**src/rtl/debounced_digit_matrix_display_top_defines.svh**
```systemverilog
// ----------------------------------------------------------------------------
// Debounced digit matrix display: assertion macros
// Shared assertion forms for the display block. Each macro expands to one
// labeled concurrent assertion with reset disable and an error report.
// ----------------------------------------------------------------------------
`ifndef DEBOUNCED_DIGIT_MATRIX_DISPLAY_TOP_DEFINES_SVH
`define DEBOUNCED_DIGIT_MATRIX_DISPLAY_TOP_DEFINES_SVH

// Same-cycle implication: when the antecedent holds, the consequent holds.
`define DMD_ASSERT_NOW(lbl, clk, rst_n, ante, cons, msg) \
	lbl: assert property (@(posedge clk) disable iff (!rst_n) (ante) |-> (cons)) \
		else $error(msg);

// Next-cycle implication: when the antecedent holds, the consequent holds in the next cycle.
`define DMD_ASSERT_NEXT(lbl, clk, rst_n, ante, cons, msg) \
	lbl: assert property (@(posedge clk) disable iff (!rst_n) (ante) |=> (cons)) \
		else $error(msg);

`endif

```
**src/rtl/dmd_pkg.sv**
```systemverilog
// ----------------------------------------------------------------------------
// Debounced digit matrix display package
// Types, constants and the 5x5 glyph table shared by the display modules.
// ----------------------------------------------------------------------------
`default_nettype none

package dmd_pkg;

	// Matrix geometry.
	localparam int DMD_PIXEL_COUNT = 25;
	localparam int DMD_IDX_W       = $clog2(DMD_PIXEL_COUNT);

	// Configuration register indexes.
	typedef enum logic [2:0] {
		REG_WINDOW = 3'd0,
		REG_RED    = 3'd1,
		REG_GREEN  = 3'd2,
		REG_BLUE   = 3'd3,
		REG_GAIN   = 3'd4
	} dmd_reg_t;

	// Reset values of the configuration registers.
	localparam logic [31:0] DMD_WINDOW_RST = 32'd200000;
	localparam logic [7:0]  DMD_RED_RST    = 8'd0;
	localparam logic [7:0]  DMD_GREEN_RST  = 8'd0;
	localparam logic [7:0]  DMD_BLUE_RST   = 8'd1;
	localparam logic [7:0]  DMD_GAIN_RST   = 8'd100;

	// Digit limits; the blank display is minus one.
	localparam logic signed [4:0] DMD_DIGIT_BLANK = -5'sd1;
	localparam logic signed [4:0] DMD_DIGIT_MIN   = 5'sd0;
	localparam logic signed [4:0] DMD_DIGIT_MAX   = 5'sd9;

	// Commands.
	localparam logic CMD_UP   = 1'b0;
	localparam logic CMD_DOWN = 1'b1;

	// One pixel held in a cell of the shift chain.
	typedef struct packed {
		logic                 vld;
		logic                 lit;
		logic [DMD_IDX_W-1:0] idx;
	} dmd_px_t;

	// Status from the chain to the press logic.
	typedef struct packed {
		logic free;
	} dmd_chain_st_t;

	// Lit-pixel mask of a digit; bit i is pixel i of the chain. Anything
	// outside 0..9 (the blank digit) lights nothing.
	function automatic logic [DMD_PIXEL_COUNT-1:0] glyph_mask(input logic signed [4:0] digit);
		logic [DMD_PIXEL_COUNT-1:0] m;
		case (digit)
			5'sd0:   m = 25'h0E5294E;
			5'sd1:   m = 25'h043108E;
			5'sd2:   m = 25'h0E4384E;
			5'sd3:   m = 25'h0E4390E;
			5'sd4:   m = 25'h0A53902;
			5'sd5:   m = 25'h0E1390E;
			5'sd6:   m = 25'h0E1394E;
			5'sd7:   m = 25'h0E40902;
			5'sd8:   m = 25'h0E5394E;
			5'sd9:   m = 25'h0E5390E;
			default: m = '0;
		endcase
		return m;
	endfunction

endpackage

`default_nettype wire

```
**src/rtl/dmd_cell.sv**
```systemverilog
// ----------------------------------------------------------------------------
// Display chain cell
// Holds one pixel of a frame. Loads a fresh pixel when a frame starts and
// otherwise takes its upper neighbor's pixel on every shift.
// ----------------------------------------------------------------------------
`default_nettype none

module dmd_cell (
	input  wire logic            clk,
	input  wire logic            arst_n,
	input  wire logic            load,
	input  wire logic            shift,
	input  wire dmd_pkg::dmd_px_t load_px,
	input  wire dmd_pkg::dmd_px_t next_px,
	output dmd_pkg::dmd_px_t      px
);
	import dmd_pkg::*;

	dmd_px_t px_q;

	// Load has priority; a load only happens when the chain is draining anyway.
	always_ff @(posedge clk or negedge arst_n) begin
		if (!arst_n) begin
			px_q <= '0;
		end else if (load) begin
			px_q <= load_px;
		end else if (shift) begin
			px_q <= next_px;
		end
	end

	assign px = px_q;

endmodule

`default_nettype wire

```
**src/rtl/dmd_chain.sv**
```systemverilog
// ----------------------------------------------------------------------------
// Display pixel chain
// A row of pixel cells. A frame is loaded in parallel from a glyph mask and
// shifts to the head cell, which presents one pixel per cycle when not stalled.
// ----------------------------------------------------------------------------
`default_nettype none

module dmd_chain (
	input  wire logic                                clk,
	input  wire logic                                arst_n,
	input  wire logic                                load,
	input  wire logic [dmd_pkg::DMD_PIXEL_COUNT-1:0] mask,
	input  wire logic                                out_ready,
	output dmd_pkg::dmd_px_t                         head,
	output dmd_pkg::dmd_chain_st_t                   st
);
	import dmd_pkg::*;

	dmd_px_t px [DMD_PIXEL_COUNT];
	logic    shift;

	// The chain moves whenever the head is empty or its item is taken.
	assign shift    = !px[0].vld || out_ready;
	// A new frame may enter when the chain will be empty after this shift.
	assign st.free  = shift && !px[1].vld;
	assign head     = px[0];

	for (genvar i = 0; i < DMD_PIXEL_COUNT; i++) begin : g_cell
		dmd_px_t load_px;
		dmd_px_t next_px;

		assign load_px.vld = 1'b1;
		assign load_px.lit = mask[i];
		assign load_px.idx = DMD_IDX_W'(i);

		if (i == DMD_PIXEL_COUNT - 1) begin : g_tail
			assign next_px = '0;
		end else begin : g_body
			assign next_px = px[i+1];
		end

		dmd_cell u_cell (
			.clk     (clk),
			.arst_n  (arst_n),
			.load    (load),
			.shift   (shift),
			.load_px (load_px),
			.next_px (next_px),
			.px      (px[i])
		);
	end

endmodule

`default_nettype wire

```
**src/rtl/debounced_digit_matrix_display_top.sv**
```systemverilog
// ----------------------------------------------------------------------------
// Debounced digit matrix display
// Debounces up/down button presses, steps a saturating digit and streams the
// digit's 5x5 glyph as 25 pixel words.
// ----------------------------------------------------------------------------
// A press is registered in an input stage and judged there: it counts only
// if the wrapping 32-bit time since the last counted press exceeds the
// debounce window, otherwise it is dropped without waiting for the chain.
// A counted press steps the digit and loads a row of 25 pixel cells in
// parallel; the row then shifts one pixel word to the output per cycle while
// out_ready is high. The next frame loads in the cycle the last word of the
// previous frame is taken, so frames follow with no gap, and a new press is
// accepted into the input stage while a frame is still streaming.
// Configuration writes are always accepted and must only be issued while the
// block is idle.
`default_nettype none

`include "debounced_digit_matrix_display_top_defines.svh"

module debounced_digit_matrix_display_top (
	input  wire logic        clk,
	input  wire logic        arst_n,
	// Configuration write channel.
	input  wire logic        cfg_valid,
	output logic             cfg_ready,
	input  wire logic [2:0]  cfg_index,
	input  wire logic [31:0] cfg_data,
	// Press input channel.
	input  wire logic        in_valid,
	output logic             in_ready,
	input  wire logic        command,
	input  wire logic [31:0] event_time_us,
	// Pixel output channel.
	output logic             out_valid,
	input  wire logic        out_ready,
	output logic [31:0]      pixel_word,
	output logic [4:0]       pixel_index,
	output logic signed [4:0] shown_digit,
	output logic             last_pixel
);
	import dmd_pkg::*;

	// Configuration registers.
	logic [31:0] window_q;
	logic [7:0]  red_q;
	logic [7:0]  green_q;
	logic [7:0]  blue_q;
	logic [7:0]  gain_q;

	// Press state.
	logic [31:0]       last_time_q;
	logic signed [4:0] digit_q;
	logic [31:0]       color_q;

	// Input stage.
	logic        vld_s1;
	logic        cmd_s1;
	logic [31:0] time_s1;

	logic [31:0]                elapsed;
	logic                       pass;
	logic                       go_s1;
	logic                       load;
	logic signed [4:0]          digit_nxt;
	logic [15:0]                prod_r;
	logic [15:0]                prod_g;
	logic [15:0]                prod_b;
	logic [31:0]                color_nxt;
	logic [DMD_PIXEL_COUNT-1:0] mask;
	dmd_px_t                    head;
	dmd_chain_st_t              st;

	// Register writes; unknown indexes are ignored.
	assign cfg_ready = 1'b1;

	always_ff @(posedge clk or negedge arst_n) begin
		if (!arst_n) begin
			window_q <= DMD_WINDOW_RST;
			red_q    <= DMD_RED_RST;
			green_q  <= DMD_GREEN_RST;
			blue_q   <= DMD_BLUE_RST;
			gain_q   <= DMD_GAIN_RST;
		end else if (cfg_valid && cfg_ready) begin
			case (cfg_index)
				REG_WINDOW: window_q <= cfg_data;
				REG_RED:    red_q    <= cfg_data[7:0];
				REG_GREEN:  green_q  <= cfg_data[7:0];
				REG_BLUE:   blue_q   <= cfg_data[7:0];
				REG_GAIN:   gain_q   <= cfg_data[7:0];
				default: begin
				end
			endcase
		end
	end

	// Debounce check on the registered press.
	assign elapsed = time_s1 - last_time_q;
	assign pass    = elapsed > window_q;
	// A rejected press leaves at once; a counted one waits for a free chain.
	assign go_s1    = vld_s1 && (!pass || st.free);
	assign load     = vld_s1 && pass && st.free;
	assign in_ready = !vld_s1 || go_s1;

	always_ff @(posedge clk or negedge arst_n) begin
		if (!arst_n) begin
			vld_s1 <= 1'b0;
		end else if (in_ready) begin
			vld_s1 <= in_valid;
		end
	end

	always_ff @(posedge clk) begin
		if (in_ready && in_valid) begin
			cmd_s1  <= command;
			time_s1 <= event_time_us;
		end
	end

	// Saturating digit step.
	always_comb begin
		digit_nxt = digit_q;
		if (cmd_s1 == CMD_UP) begin
			if (digit_q < DMD_DIGIT_MAX) begin
				digit_nxt = digit_q + 5'sd1;
			end
		end else begin
			if (digit_q > DMD_DIGIT_MIN) begin
				digit_nxt = digit_q - 5'sd1;
			end
		end
	end

	// Scaled color, each channel kept modulo 256.
	assign prod_r    = red_q * gain_q;
	assign prod_g    = green_q * gain_q;
	assign prod_b    = blue_q * gain_q;
	assign color_nxt = {prod_b[7:0], prod_r[7:0], prod_g[7:0], 8'h00};
	assign mask      = glyph_mask(digit_nxt);

	// State updated by a counted press.
	always_ff @(posedge clk or negedge arst_n) begin
		if (!arst_n) begin
			last_time_q <= '0;
			digit_q     <= DMD_DIGIT_BLANK;
		end else if (load) begin
			last_time_q <= time_s1;
			digit_q     <= digit_nxt;
		end
	end

	always_ff @(posedge clk) begin
		if (load) begin
			color_q <= color_nxt;
		end
	end

	dmd_chain u_chain (
		.clk       (clk),
		.arst_n    (arst_n),
		.load      (load),
		.mask      (mask),
		.out_ready (out_ready),
		.head      (head),
		.st        (st)
	);

	// Output item from the head cell.
	assign out_valid   = head.vld;
	assign pixel_word  = head.lit ? color_q : 32'd0;
	assign pixel_index = head.idx;
	assign shown_digit = digit_q;
	assign last_pixel  = head.idx == DMD_IDX_W'(DMD_PIXEL_COUNT - 1);

	// A loaded frame starts at pixel zero on the next cycle.
	`DMD_ASSERT_NEXT(a_load_starts_frame, clk, arst_n, load,
		out_valid && (pixel_index == 5'd0), "frame did not start at pixel zero")
	// A frame streams without gaps until its last pixel.
	`DMD_ASSERT_NEXT(a_frame_contiguous, clk, arst_n,
		out_valid && out_ready && !last_pixel, out_valid, "gap inside a frame")
	// A rejected press leaves the debounce time alone.
	`DMD_ASSERT_NEXT(a_reject_keeps_time, clk, arst_n, vld_s1 && !pass,
		$stable(last_time_q), "rejected press changed the last press time")
	// The shown digit stays between blank and nine.
	`DMD_ASSERT_NOW(a_digit_range, clk, arst_n, out_valid,
		(digit_q >= DMD_DIGIT_BLANK) && (digit_q <= DMD_DIGIT_MAX), "digit out of range")

endmodule

`default_nettype wire

```
**config.mk**
```make
export PLATFORM = sky130hd
export DESIGN_NAME = debounced_digit_matrix_display_top
export DESIGN_NICKNAME = d
export VERILOG_FILES = /design/src/rtl/dmd_pkg.sv /design/src/rtl/dmd_cell.sv /design/src/rtl/dmd_chain.sv /design/src/rtl/debounced_digit_matrix_display_top.sv
export VERILOG_INCLUDE_DIRS = /design/src /design/src/rtl
export SDC_FILE = /design/constraint.sdc
export NUM_CORES = 1
export LEC_CHECK = 0
export BUFFER_PORTS_ARGS = -buffer_cell sky130_fd_sc_hd__clkbuf_2
export CAP_MARGIN = 20
export CORE_MARGIN = 1.5
export CORE_UTILIZATION = 45
export CTS_CLUSTER_DIAMETER = 40
export CTS_CLUSTER_SIZE = 8
export DETAILED_ROUTE_END_ITERATION = 16
export MAX_ROUTING_LAYER = met4
export PLACE_DENSITY = 0.64
export REMOVE_ABC_BUFFERS = 1
export SETUP_SLACK_MARGIN = 0.02
export SLEW_MARGIN = 5
export SYNTH_ARGS = -nofsm -noshare
export SYNTH_HDL_FRONTEND = slang
export SYNTH_SLANG_ARGS = --single-unit
```
**constraint.sdc**
```tcl
create_clock -name clk -period 10.1 [get_ports clk]
set_input_delay 0.505 -clock clk [delete_from_list [all_inputs] [get_ports clk]]
set_output_delay 0.505 -clock clk [all_outputs]
set_load 0.02 [all_outputs]
```
# Word-level counts from Yosys, hierarchy flattened
# Memories as Yosys holds them, arrays and structs flattened.
# Index checks and enable logic that the tools add are counted.
# op_classes
reduce_logical	19
n_eq_ne	5
order_cmp	3
mul	3
mux	55
addsub	3
# ops
operator	n
$mux W7	50
$gt A32 B32 Y1	1
$mux W32	1
$sub A32 B32 Y32	1
$mux W25	1
$mul A8 B8 Y8	3
$mux W5	3
$reduce_and A2 Y1	5
$eq A3 B2 Y1 const B	2
$add A5 B2 Y5 const B	1
$eq A5 B5 Y1 const B	1
$gt A5 B1 Y1 const B	1
$logic_and A1 B1 Y1	5
$lt A5 B5 Y1 const B	1
$sub A5 B2 Y5 const B	1
$logic_not A1 Y1	4
$eq A3 B1 Y1 const B	1
$eq A3 B3 Y1 const B	1
$logic_not A3 Y1	1
$logic_or A1 B1 Y1	3
$reduce_bool A2 Y1	1
# totals
mem_bits_ro	240
reg_bits	334
out_inout_bits	46
in_bits	73
mem_count	1
# memory_table
memory	words	width	read_ports	rd_clocked_by_memory_dff	wr	line	source
(name not given)	16	15	1	0	0	dmd_pkg.sv:54	case (digit)

# Logic depth before layout (Yosys ltp)
# depth
word_depth	7
depth_mapped	25
depth_no_buf	22

# Hierarchy
# From an unflattened synthesis, not the netlist that was laid out.
# unflattened
hier_cells	1863
area_unflattened_um2	19628.8
# modules_own_cells
mod	instances	cells_each	seq_area_each_um2	area_per_inst_um2
debounced_digit_matrix_display_top	1	1109	4282.9	11461.0
dmd_cell	25	30	175.2	325.3
dmd_chain	1	4	0.0	35.0

# Least setup slack after synthesis
# No wires, ideal clock.
# synth_timing
kind	flip-flop to flip-flop
start	register time_s1[0]
end	register cmd_s1 (enable)
required_time_ns	9.707
synth_period_minus_slack_ns	5.035
t_arrival_ns	4.642
setup_slack_ns	5.065
stages_incl_launch_ff	22
path_cell_list	edfxtp_1 -> inv_1 -> ha_1 -> inv_1 -> fa_1 -> a211oi_1 -> o21a_1 -> nor2_1 -> a22oi_1 -> o211ai_1 -> or3_1 -> a31oi_1 -> xnor2_1 -> ha_1 -> nand4_1 -> nor2_1 -> nand3_1 -> nor4_2 -> a31o_2 -> a21oi_1 -> nand2_1 -> and2_1
# synth_between
elab_chain_len	7
# synth_rtl
element	line	source
start: declaration	debounced_digit_matrix_display_top.sv:58	logic [31:0] time_s1;
start signal: assignment	debounced_digit_matrix_display_top.sv:115	time_s1 <= event_time_us;
$sub A32 B32 Y32	debounced_digit_matrix_display_top.sv:97	assign elapsed = time_s1 - last_time_q;
$gt A32 B32 Y1	debounced_digit_matrix_display_top.sv:98	assign pass = elapsed > window_q;
$logic_not A1 Y1	debounced_digit_matrix_display_top.sv:100	assign go_s1 = vld_s1 && (!pass || st.free);
$logic_or A1 B1 Y1	debounced_digit_matrix_display_top.sv:100	
$logic_and A1 B1 Y1	debounced_digit_matrix_display_top.sv:100	
$logic_or A1 B1 Y1	debounced_digit_matrix_display_top.sv:102	assign in_ready = !vld_s1 || go_s1;
net in_ready	debounced_digit_matrix_display_top.sv:30	output logic in_ready,
$logic_and A1 B1 Y1	debounced_digit_matrix_display_top.sv:113	if (in_ready && in_valid) begin
end signal: assignment	debounced_digit_matrix_display_top.sv:114	cmd_s1 <= command;
end: declaration	debounced_digit_matrix_display_top.sv:57	logic cmd_s1;
# The timed path passes the listed nets, and every way through them passes these cells.
# A chain may end at the register's enable or synchronous reset.

# Final worst setup path
# layout_timing
start	register time_s1[0]
end	register u_chain.g_cell[17].u_cell.px_q, in the netlist u_chain.g_cell[17].u_cell.px[5]
# layout_between
elab_chain_len	5
# layout_rtl
element	line	source
$sub A32 B32 Y32 (*)	debounced_digit_matrix_display_top.sv:97	
$gt A32 B32 Y1 (*)	debounced_digit_matrix_display_top.sv:98	
$logic_and A1 B1 Y1 (*) (2 in a row)	debounced_digit_matrix_display_top.sv:101	assign load = vld_s1 && pass && st.free;
$mux W7 or $reduce_bool A2 Y1 (tied branches)	-	
end signal: assignment	dmd_cell.sv:26	px_q <= load_px;
end signal: assignment	dmd_cell.sv:28	px_q <= next_px;
end: declaration	dmd_cell.sv:19	dmd_px_t px_q;
# Every way passes the cells marked *; elsewhere a longest branch is shown, timed or not.

==> impl_metrics.env <==
export IMPL_start_util=0.458
export IMPL_worst_r2r_setup_slack_ns=3.36
export IMPL_crit_reg2reg_launch="time_s1[0]$_DFFE_PP_"
export IMPL_cts_path_max_buffers=3
export IMPL_yosys_most_used_dff="dfrtp_1"
export IMPL_vias=12386
export IMPL_die_area_um2=39700
export IMPL_holdBufCountCts=0
export IMPL_clk_insertion_delay_late_ns=0.58
export IMPL_arrival_ns=7.19
export IMPL_power_leakage_nw=9.20
export IMPL_ys_seq_area_frac=0.468
export IMPL_period_share=0.668
export IMPL_p_int_mw=4.38
export IMPL_num_antenna_cells=0
export IMPL_io_pins=119
export IMPL_synth_area_um2=17300
export IMPL_post_synth_inst_count=1812
export IMPL_swShare=0.399
export IMPL_slew_viol_final=0
export IMPL_cp_max_fo=93
export IMPL_outcome="finished clean"
export IMPL_worstSetupStartpointType="flip-flop"
export IMPL_numCtsBuffers=52
export IMPL_syn_to_final_growth_pct=14.0
export IMPL_wl_um=34800
export IMPL_cts_tree="done"
export IMPL_dieWidth_um=199
export IMPL_synth_edff_count=57
export IMPL_wire_per_inst_um=14.2
export IMPL_power_density_nw_per_um2=369
export IMPL_cp_depth=24
export IMPL_nets=2126
export IMPL_routed_via_density=5.06
export IMPL_post_dp_hpwl_um=22800
export IMPL_drt_iter0_drc=777
export IMPL_track_usage=0.189
export IMPL_io_buffers=109
export IMPL_crit_chain="inv_1 > ha_1 > inv_1 > fa_1 > a211oi_1 > o21a_1 > nor2_1 > a22oi_1 > o211ai_1 > or3_1 > a31oi_1 > xnor2_1 > ha_1 > nand4_1 > nor2_1 > nand3_1 > nor4_2 > o21ai_1 > a211o_2 > buf_4 > inv_4 > buf_4 > nand2_1 > o221a_2"
export IMPL_drive_gt1_frac=0.139
export IMPL_cp_num_buf_inv=5
export IMPL_place_gp_congestion=0.874
export IMPL_clkPwrFrac=0.221
export IMPL_cp_endpoint="u_chain.g_cell[17].u_cell.px[5]$_DFFE_PN0P_"
export IMPL_grt_setup_unrepaired="no"
export IMPL_fin_worst_skew_ns=0.0281
export IMPL_syn_avg_cell_area_um2=9.57
export IMPL_end_kind="flip-flop"
export IMPL_switching_power_mw=2.90
export IMPL_worst_pin_slew_ns=1.08
export IMPL_async_reset_ff_frac=0.817
export IMPL_grt_pass1_wl_um=59500
export IMPL_post_cts_repair_setup_buffers=0
export IMPL_cts_sinks=312
export IMPL_r2r_end="u_chain.g_cell[17].u_cell.px[5]$_DFFE_PN0P_"
export IMPL_critPathKind="flip-flop to flip-flop"
export IMPL_htree_levels=2
export IMPL_slowest_delay_ns=0.75
export IMPL_finalSetupViolations=0
export IMPL_hold_viol=0
export IMPL_coreArea_um2=37800
export IMPL_grt_pass1_vias=12255
export IMPL_grt_max_degree=121
export IMPL_fp_row_count=71
export IMPL_firstDrtPassIters=5
export IMPL_final_util=0.522
export IMPL_crit_family="buffers and inverters"
export IMPL_ys_types=70
export IMPL_antenna_found_initial=0
export IMPL_startpoint="time_s1[0]$_DFFE_PP_"
export IMPL_yosysWarningCount=0
export IMPL_cp_data_required_time_ns=10.55
export IMPL_die_h_um=199
export IMPL_ys_ff_latch=312
export IMPL_reg2reg_depth=24
export IMPL_p_seq_frac=0.301
export IMPL_ant_nets=0
export IMPL_drv_cap=0
export IMPL_drc_errors=0
export IMPL_grt_ovfl_total=0
export IMPL_n_fill_cell=3459
export IMPL_cts_resized=0
export IMPL_cts_root_buffer="clkbuf_16"
export IMPL_finalSetupTns_ns=0
export IMPL_min_period_ns=6.74
export IMPL_max_slew_margin=0.271
export IMPL_worst_hold_path_type="input port to asynchronous set/reset pin"
export IMPL_path_clk_slew_ns=0.05
export IMPL_max_freq_ghz=0.148
export IMPL_cpMaxStageDelayCell="inv_4"
export IMPL_combPwrFrac=0.478
export IMPL_ir_worst_vdd_uv=156
power by group through the flow:
stage	clock network (mW)	registers (mW)	logic [mW]
finish	1.61	2.19	3.48
global route	1.71	2.26	4.02
CTS	1.65	2.20	3.53
detailed placement	0	2.21	3.49
global placement	0	2.20	3.40
floorplan	0	2.14	2.72
routing by layer:
metal | vias to the layer above | GRT usage | wire length (µm)
li1 | 6137 | - | -
met1 | 5982 | 0.253 | 16800
met2 | 206 | 0.298 | 16000
met3 | 61 | 0.0272 | 1230
met4 | 0 | 0.0614 | 773
met5 | - | - | 0
how the worst min path moves through the flow:
stage,start,endpoint,slack (ns),cells after the start
after floorplan,arst_n,blue_q[1]$_DFFE_PN0P_,0.21,0
after global routing,event_time_us[23],time_s1[23]$_DFFE_PP_,0.08,1
after CTS,arst_n,u_chain.g_cell[2].u_cell.px[3]$_DFFE_PN0P_,0.05,1
after detailed placement,u_chain.g_cell[23].u_cell.px[2]$_DFFE_PN0P_,u_chain.g_cell[23].u_cell.px[2]$_DFFE_PN0P_,0.47,2
after global placement,u_chain.g_cell[7].u_cell.px[3]$_DFFE_PN0P_,u_chain.g_cell[7].u_cell.px[3]$_DFFE_PN0P_,0.46,2
final,arst_n,u_chain.g_cell[1].u_cell.px[3]$_DFFE_PN0P_,0.02,1
flip-flops by register name, summed over array words and instances, names as in the netlist:
register                  flops
last_time_q                  32
shown_digit                   5
red_q                         8
window_q                     32
cmd_s1                        1
color_q                      24
u_chain.g_cell.u_cell.px    153
blue_q                        8
green_q                       8
gain_q                        8
time_s1                      32
vld_s1                        1
cells in the mapped netlist (all sizes together), types with 3 or more instances:
| cell | number | area (µm²) |
|---|---|---|
| a2111oi | 4 | 35.0 |
| a211oi | 5 | 37.5 |
| a21o | 17 | 128 |
| a21oi | 57 | 285 |
| a221oi | 3 | 32.5 |
| a31oi | 6 | 52.6 |
| and2 | 98 | 613 |
| buf | 33 | 243 |
| clkbuf | 61 | 234 |
| dfrtp | 240 | 6010 |
| dfstp | 15 | 394 |
| edfxtp | 57 | 1710 |
| fa | 37 | 741 |
| ha | 119 | 1490 |
| inv | 162 | 608 |
| mux2 | 34 | 383 |
| nand2 | 381 | 1430 |
| nand2b | 7 | 43.8 |
| nand3 | 67 | 335 |
| nand4 | 5 | 31.3 |
| nor2 | 66 | 248 |
| nor2b | 10 | 62.6 |
| nor3 | 12 | 60.1 |
| o211ai | 7 | 52.6 |
| o21a | 8 | 60.1 |
| o21ai | 167 | 840 |
| o21bai | 6 | 45.0 |
| o221a | 10 | 113 |
| o22ai | 3 | 18.8 |
| o31ai | 3 | 27.5 |
| xnor2 | 64 | 561 |
| xor2 | 13 | 121 |
worst reg2reg max path, cell delays in order, from the launching register on:
cell,delay [ns]
edfxtp_1,0.36
inv_1,0.08
ha_1,0.18
inv_1,0.06
fa_1,0.43
a211oi_1,0.36
o21a_1,0.20
nor2_1,0.08
a22oi_1,0.25
o211ai_1,0.21
or3_1,0.35
a31oi_1,0.20
xnor2_1,0.09
ha_1,0.27
nand4_1,0.11
nor2_1,0.17
nand3_1,0.13
nor4_2,0.35
o21ai_1,0.14
a211o_2,0.34
buf_4,0.36
inv_4,0.78
buf_4,0.78
nand2_1,0.18
o221a_2,0.17
per-stage QoR:
stage          setup slack [ns]  std cells  cell area (µm²)  hold WS (ns)  total power, mW
3_5_place_dp               3.25       2354            18200         0.467             5.70
2_1_floorplan              3.35       1725            16900         0.209             4.86
5_1_grt                    2.72       2446            19800        0.0824             8.00
3_3_place_gp               3.53       2354            18200         0.460             5.60
6_report                   3.36       2446            19800        0.0161             7.29
4_1_cts                    3.23       2446            19800        0.0517             7.38
kinds of logic (layout without fill, tap and decap cells):
group,Yosys count,count (layout),synth area share
compound gates,315,315,0.110
xor+xnor,77,77,0.0393
fa+ha+maj,156,156,0.129
buf+inv,256,372,0.0626
flops,312,312,0.468
mux,36,36,0.0232
other cells,2,9,0.000433
simple gates,658,658,0.168
cell usage in the layout, fill, tap and decap left out, types with 30 or more instances in the layout:
cell type / n
mux2_2: 34
fa_1: 37
ha_1: 119
inv_1: 161
and2_1: 98
o21ai_0: 136
nor2_1: 66
xnor2_1: 64
o21ai_1: 30
clkbuf_16: 54
nand2_1: 380
edfxtp_1: 57
a21oi_1: 57
dfrtp_1: 240
clkbuf_2: 108
nand3_1: 67
cell type report:
class,count,area (µm²),area share
multi-input cells,1251,8190,0.414
flip-flops and latches,312,8110,0.410
clock buffers,77,1480,0.0747
well taps,511,639,0.0323
repair buffers,118,623,0.0315
inverters,162,611,0.0309
clock inverters,15,116,0.00589
(Power assumes the default switching activity.)
